<file path="config.mk">
export PLATFORM = sky130hd
export DESIGN_NAME = ile_cell
export DESIGN_NICKNAME = d
export VERILOG_FILES = /design/src/ile_pkg.sv /design/src/ile_cell.sv
export SDC_FILE = /design/constraint.sdc
export NUM_CORES = 1
export LEC_CHECK = 0
export BUFFER_PORTS_ARGS = -buffer_cell sky130_fd_sc_hd__buf_2
export CAP_MARGIN = 20
export CORE_MARGIN = 2
export CORE_UTILIZATION = 40
export CTS_BUF_LIST = sky130_fd_sc_hd__clkbuf_8
export CTS_CLUSTER_DIAMETER = 80
export DETAILED_ROUTE_END_ITERATION = 6
export GPL_TIMING_DRIVEN = 0
export MAX_ROUTING_LAYER = met4
export PLACE_DENSITY = 0.75
export RECOVER_POWER = 50
export SETUP_SLACK_MARGIN = 0.3
export SYNTH_ARGS = -nofsm -noshare
export SYNTH_HDL_FRONTEND = slang
export SYNTH_SLANG_ARGS = --single-unit
</file>
<file path="constraint.sdc">
create_clock -name clk -period 4.2 [get_ports clk]
set_input_delay 0.42 -clock clk [delete_from_list [all_inputs] [get_ports clk]]
set_output_delay 0.42 -clock clk [all_outputs]
set_load 0.05 [all_outputs]
</file>
<file path="src/ile_pkg.sv">
`default_nettype none
package ile_pkg;

  localparam int CAPACITY = 256;
  localparam int DATA_W   = 32;
  localparam int POS_W    = 8;
  localparam int LEN_W    = 9;
  localparam int CNT_W    = $clog2(CAPACITY + 1);
  localparam int IDX_W    = $clog2(CAPACITY);
  // width wide enough to compare a position against the fill count
  localparam int CMP_W    = (CNT_W > POS_W) ? CNT_W : POS_W + 1;

  // read-out select tree: groups of cells, one registered level per group
  localparam int GRP_SIZE = (CAPACITY >= 16) ? 16 : CAPACITY;
  localparam int GROUPS   = (CAPACITY + GRP_SIZE - 1) / GRP_SIZE;
  localparam int SUB_W    = $clog2(GRP_SIZE);
  localparam int GSEL_W   = (GROUPS > 1) ? $clog2(GROUPS) : 1;

  typedef enum logic [2:0] {
    CMD_READ   = 3'd0,
    CMD_HEAD   = 3'd1,
    CMD_TAIL   = 3'd2,
    CMD_BEFORE = 3'd3,
    CMD_DELETE = 3'd4
  } cmd_t;

  localparam logic [1:0] ST_DONE   = 2'd0;
  localparam logic [1:0] ST_BADPOS = 2'd1;
  localparam logic [1:0] ST_FULL   = 2'd2;

  typedef enum logic [1:0] {
    CELL_HOLD,
    CELL_INS,
    CELL_DEL
  } cell_op_t;

  typedef struct packed {
    cell_op_t            op;
    logic [CMP_W-1:0]    pos;
    logic [DATA_W-1:0]   value;
  } cell_ctl_t;

endpackage
`default_nettype wire

</file>
<file path="src/ile_cell.sv">
`default_nettype none
module ile_cell (
  input  wire logic                        clk,
  input  wire ile_pkg::cell_ctl_t          ctl,
  input  wire logic [ile_pkg::CMP_W-1:0]   idx,
  input  wire logic [ile_pkg::DATA_W-1:0]  left,
  input  wire logic [ile_pkg::DATA_W-1:0]  right,
  output logic [ile_pkg::DATA_W-1:0]       data
);

  logic [ile_pkg::DATA_W-1:0] data_next;

  always_comb begin
    data_next = data;
    case (ctl.op)
      ile_pkg::CELL_INS: begin
        if (idx > ctl.pos) begin
          data_next = left;
        end else if (idx == ctl.pos) begin
          data_next = ctl.value;
        end
      end
      ile_pkg::CELL_DEL: begin
        if (idx >= ctl.pos) begin
          data_next = right;
        end
      end
      default: data_next = data;
    endcase
  end

  always_ff @(posedge clk) begin
    data <= data_next;
  end

endmodule
`default_nettype wire

</file>
==> results.md <==
Worst hold path:
- The worst hold-check path type is in2reg.
- For hold timing, the worst endpoint is data[10].
- The startpoint identified for the worst hold timing path is right[10].
- Along the worst hold path, the cell count comes to 3.

Timing:
- Setup repair after global routing left no endpoint under its margin.
- The setup violation total in the final timing report is 0.
- The total count of max-transition violations in the final report is 0.
- The hold violation total from the final report is 0.
- The worst pin sits at a relative slew slack of 56.30%.
- The highest clock rate is 363.5 MHz.
- At the pin with the least slew margin, the transition time is 0.6540 ns.
- Of the available clock period, the critical path in the final layout requires 65.50%.
- The clock period could shrink to 2.751 ns.

Pwr:
- The design draws 0.001064 W.
- The combinational fraction of design power is 39.4%.
- The switching component of the power is 0.0004172 W.
- The maximum vdd drop is 140.0 uV.
- In this run switching power makes up 39.19% of total power.
- Of the total power, registers draw 39.8%.
- The static leakage is 1.490 nW.
- The clock network burns 20.8% of the power.
- Cell internal power was estimated by the tool at 0.0006473 W.
- In this run the power density over the cells is 318.0 mW/mm^2.

Placed design:
- Once placement completed, the tool counted placed cells totaling 516.
- The detailed placer's ending HPWL is 6025 microns.
- At the end of routability-driven placement, the weighted congestion stood at 0.8633.
- Input and output buffers added on the ports amount to 148.

Final layout:
- The number of antenna diodes in the final layout is 0.
- The number of inserted filler cells in the final layout is 593.
- In the layout the commonest cells are sky130_fd_sc_hd__buf_2 (128), sky130_fd_sc_hd__clkbuf_1 (45), sky130_fd_sc_hd__a21oi_1 (35), sky130_fd_sc_hd__nand2_1 (34).
- The register with the most flip-flops in the layout has 32 of them.
- The register ranked first by flip-flop count is data.
- Leaving out fill and tap cells, the most frequent cell in the layout is sky130_fd_sc_hd__buf_2.
- Cells fill 56.20% of the core in the end.
- The post-route netlist has 31.85% of its cells at a drive strength greater than 1.
- The number of nets in the finished design is 574.
- The final cell count without fillers is 524.
- The largest registers in the layout are data: 32 flops.
- Compared with the post-synthesis result, the final layout area differs by 35.51%.

Critical path:
- The kind of start point of the critical path is a primary input.
- The kind of end point of the critical path is a flop.
- The first element of the critical path is ctl[40].
- The required time of the worst setup path is 4.19 ns.
- Along the worst path, the maximum fanout reaches 17.
- The worst endpoint data arrival time is 2.74 ns.
- The critical path is of the in2reg type.

Floorplanning:
- The die extent in y is 82.58 microns.
- The area of the core region is 0.005956 sq mm.
- The die span in x is 82.58 microns.
- The effective utilization at floorplan is 41.47%.
- The floorplan has 28 rows.
- The floorplan step defined a die boundary enclosing 0.006819 sq mm.
- During I/O placement, the number of pins put on the boundary was 149.

Yosys:
- The number of different library cells used by synthesis comes to 21.
- The area share of the largest cell type after synthesis is 38.91%.
- The synthesized net count is 418.
- The instance count of the mapped netlist is 292.
- The mapped netlist covers 0.002470 sq mm.
- Yosys attributes the largest share of cell area to sky130_fd_sc_hd__edfxtp_1 (39%), sky130_fd_sc_hd__o2111ai_1 (11%), sky130_fd_sc_hd__or3_1 (8.4%).
- The cell type with the highest aggregate area in the netlist is sky130_fd_sc_hd__edfxtp_1.
- The count of synthesis-stage warnings from yosys is 0.
- After synthesis the netlist holds a flip-flop and latch count of 32.
- Sequential elements use 38.91% of the synthesized area.
- The synthesized area per cell is 8.458 sq um.

GRT:
- The via count of the first global-routing pass is 2645.
- The first global-routing pass estimated 11810 microns of wire.
- Entering global routing, the biggest net connects 18 pins.
- The total congestion overflow after global routing is 0.
- The all-layer global routing usage is 23.36%.
- The initial antenna violation count came to 0.

Drt:
- The number of nets still failing antenna checks after routing is 0.
- The final route contains 2803 vias.
- The wire length per cell is 14.73 microns.
- The DRC violations left is 0.
- The number of optimization iterations in the first detailed-route pass is 4.
- The iteration-0 DRC count of the detailed router is 112.
- The routed via count divided by cell count is 5.349.
- Summed over all layers, the routed wires come to 7717 microns.

Clock tree:
- Clock tree synthesis found a total of 32 sinks.
- TritonCTS built the clock tree.
- The number of setup buffers added after CTS is 0.
- The clock passes through at most 2 buffers.
- The post-cts sizing count is 0.
- Clock-pin slew was measured on the worst setup and hold paths at 0.06 ns.
- The clock buffer count from CTS is 5.
- The total number of H-tree levels is 2.
- Hold repair after CTS inserted 0 buffers.
- The clock root buffer master is sky130_fd_sc_hd__clkbuf_8.

Job:
- The tool flagged a number of max-cap violations equal to 0.

Run status:
- The run finished with clean final reports.
==> Yosys cell counts <==
library cell	number
sky130_fd_sc_hd__a21oi_1	36
sky130_fd_sc_hd__nand2_1	34
sky130_fd_sc_hd__nand3_1	33
sky130_fd_sc_hd__nor2_1	33
sky130_fd_sc_hd__or3_1	33
sky130_fd_sc_hd__edfxtp_1	32
sky130_fd_sc_hd__o2111ai_1	32
sky130_fd_sc_hd__buf_2	12
sky130_fd_sc_hd__inv_1	10
sky130_fd_sc_hd__clkbuf_1	9
sky130_fd_sc_hd__ha_1	9
sky130_fd_sc_hd__buf_6	8
sky130_fd_sc_hd__buf_4	2
sky130_fd_sc_hd__nor2b_1	2
sky130_fd_sc_hd__a211oi_2	1
sky130_fd_sc_hd__buf_1	1
sky130_fd_sc_hd__nand2b_1	1
sky130_fd_sc_hd__nand4_2	1
sky130_fd_sc_hd__o21ai_1	1
sky130_fd_sc_hd__o221ai_2	1
sky130_fd_sc_hd__xnor2_1	1
==> routing by layer <==
metal	vias to the layer above	part of all wire, %	global-route usage, %
met5	-	0	-
met4	0	1.3	8.689
met3	10	8.6	3.478
met2	133	49	41.05
met1	1259	41	26.95
li1	1401	-	-
==> worst max path at each step <==
stage,endpoint,slack (ns),cells after the start
after floorplan,data[0],0.58,7
after global placement,data[14],-0.41,10
after detailed placement,data[10],1.19,11
after CTS,data[3],1.48,11
after global routing,data[11],1.32,11
final,data[3],1.45,11
==> final cells by class <==
class,instances,area (sq um),share of cell area (%)
Sequential cell,32,960.9,28.71
Tap cell,75,93.84,2.804
Multi-Input combinational cell,218,1274,38.06
Timing Repair Buffer,149,728.2,21.76
Inverter,10,37.54,1.121
Clock buffer,5,68.82,2.056
Clock inverter,3,11.26,0.3364
Buffer,32,172.7,5.159
==> worst max-delay path, stage by stage <==
cell and delay [ns]:
sky130_fd_sc_hd__buf_2 0.07, sky130_fd_sc_hd__inv_1 0.03, sky130_fd_sc_hd__ha_1 0.32, sky130_fd_sc_hd__nand4_1 0.19
sky130_fd_sc_hd__o221ai_2 0.26, sky130_fd_sc_hd__buf_4 0.21, sky130_fd_sc_hd__buf_6 0.15, sky130_fd_sc_hd__buf_2 0.21
sky130_fd_sc_hd__nor2_1 0.09, sky130_fd_sc_hd__a21oi_4 0.54, sky130_fd_sc_hd__buf_16 0.23
==> cells by family after synthesis <==
kind of cell,share of synthesized area [%]
AOI/OAI and AO/OA,19.96
buffers and inverters,9.726
and+or+nand+nor,26.49
DFF,38.91
xor gates and xnor gates,0.3547
adders and majority gates,4.559
==> power by group through the flow <==
stage                     combinational [W]  sequential [W]  clock [W]
final                              0.000420        0.000423   0.000222
after global routing               0.000451        0.000429   0.000240
after CTS                          0.000435        0.000422   0.000229
after detailed placement           0.000434        0.000429          0
after global placement             0.000418        0.000430          0
after floorplan                    0.000133        0.000592          0
==> through the flow <==
stage / hold slack (ns) / cell area (sq um) / TNS (ns) / setup WS [ns]
2_1_floorplan: 0.6308 / 2470 / 0 / 0.5793
3_3_place_gp: 0.7183 / 3304 / -13.24 / -0.4146
3_5_place_dp: 0.7251 / 3343 / 0 / 1.186
4_1_cts: 0.4293 / 3423 / 0 / 1.484
5_1_grt: 0.4427 / 3347 / 0 / 1.316
6_report: 0.4379 / 3347 / 0 / 1.449
Note: power is estimated with default switching activity, not from simulation.
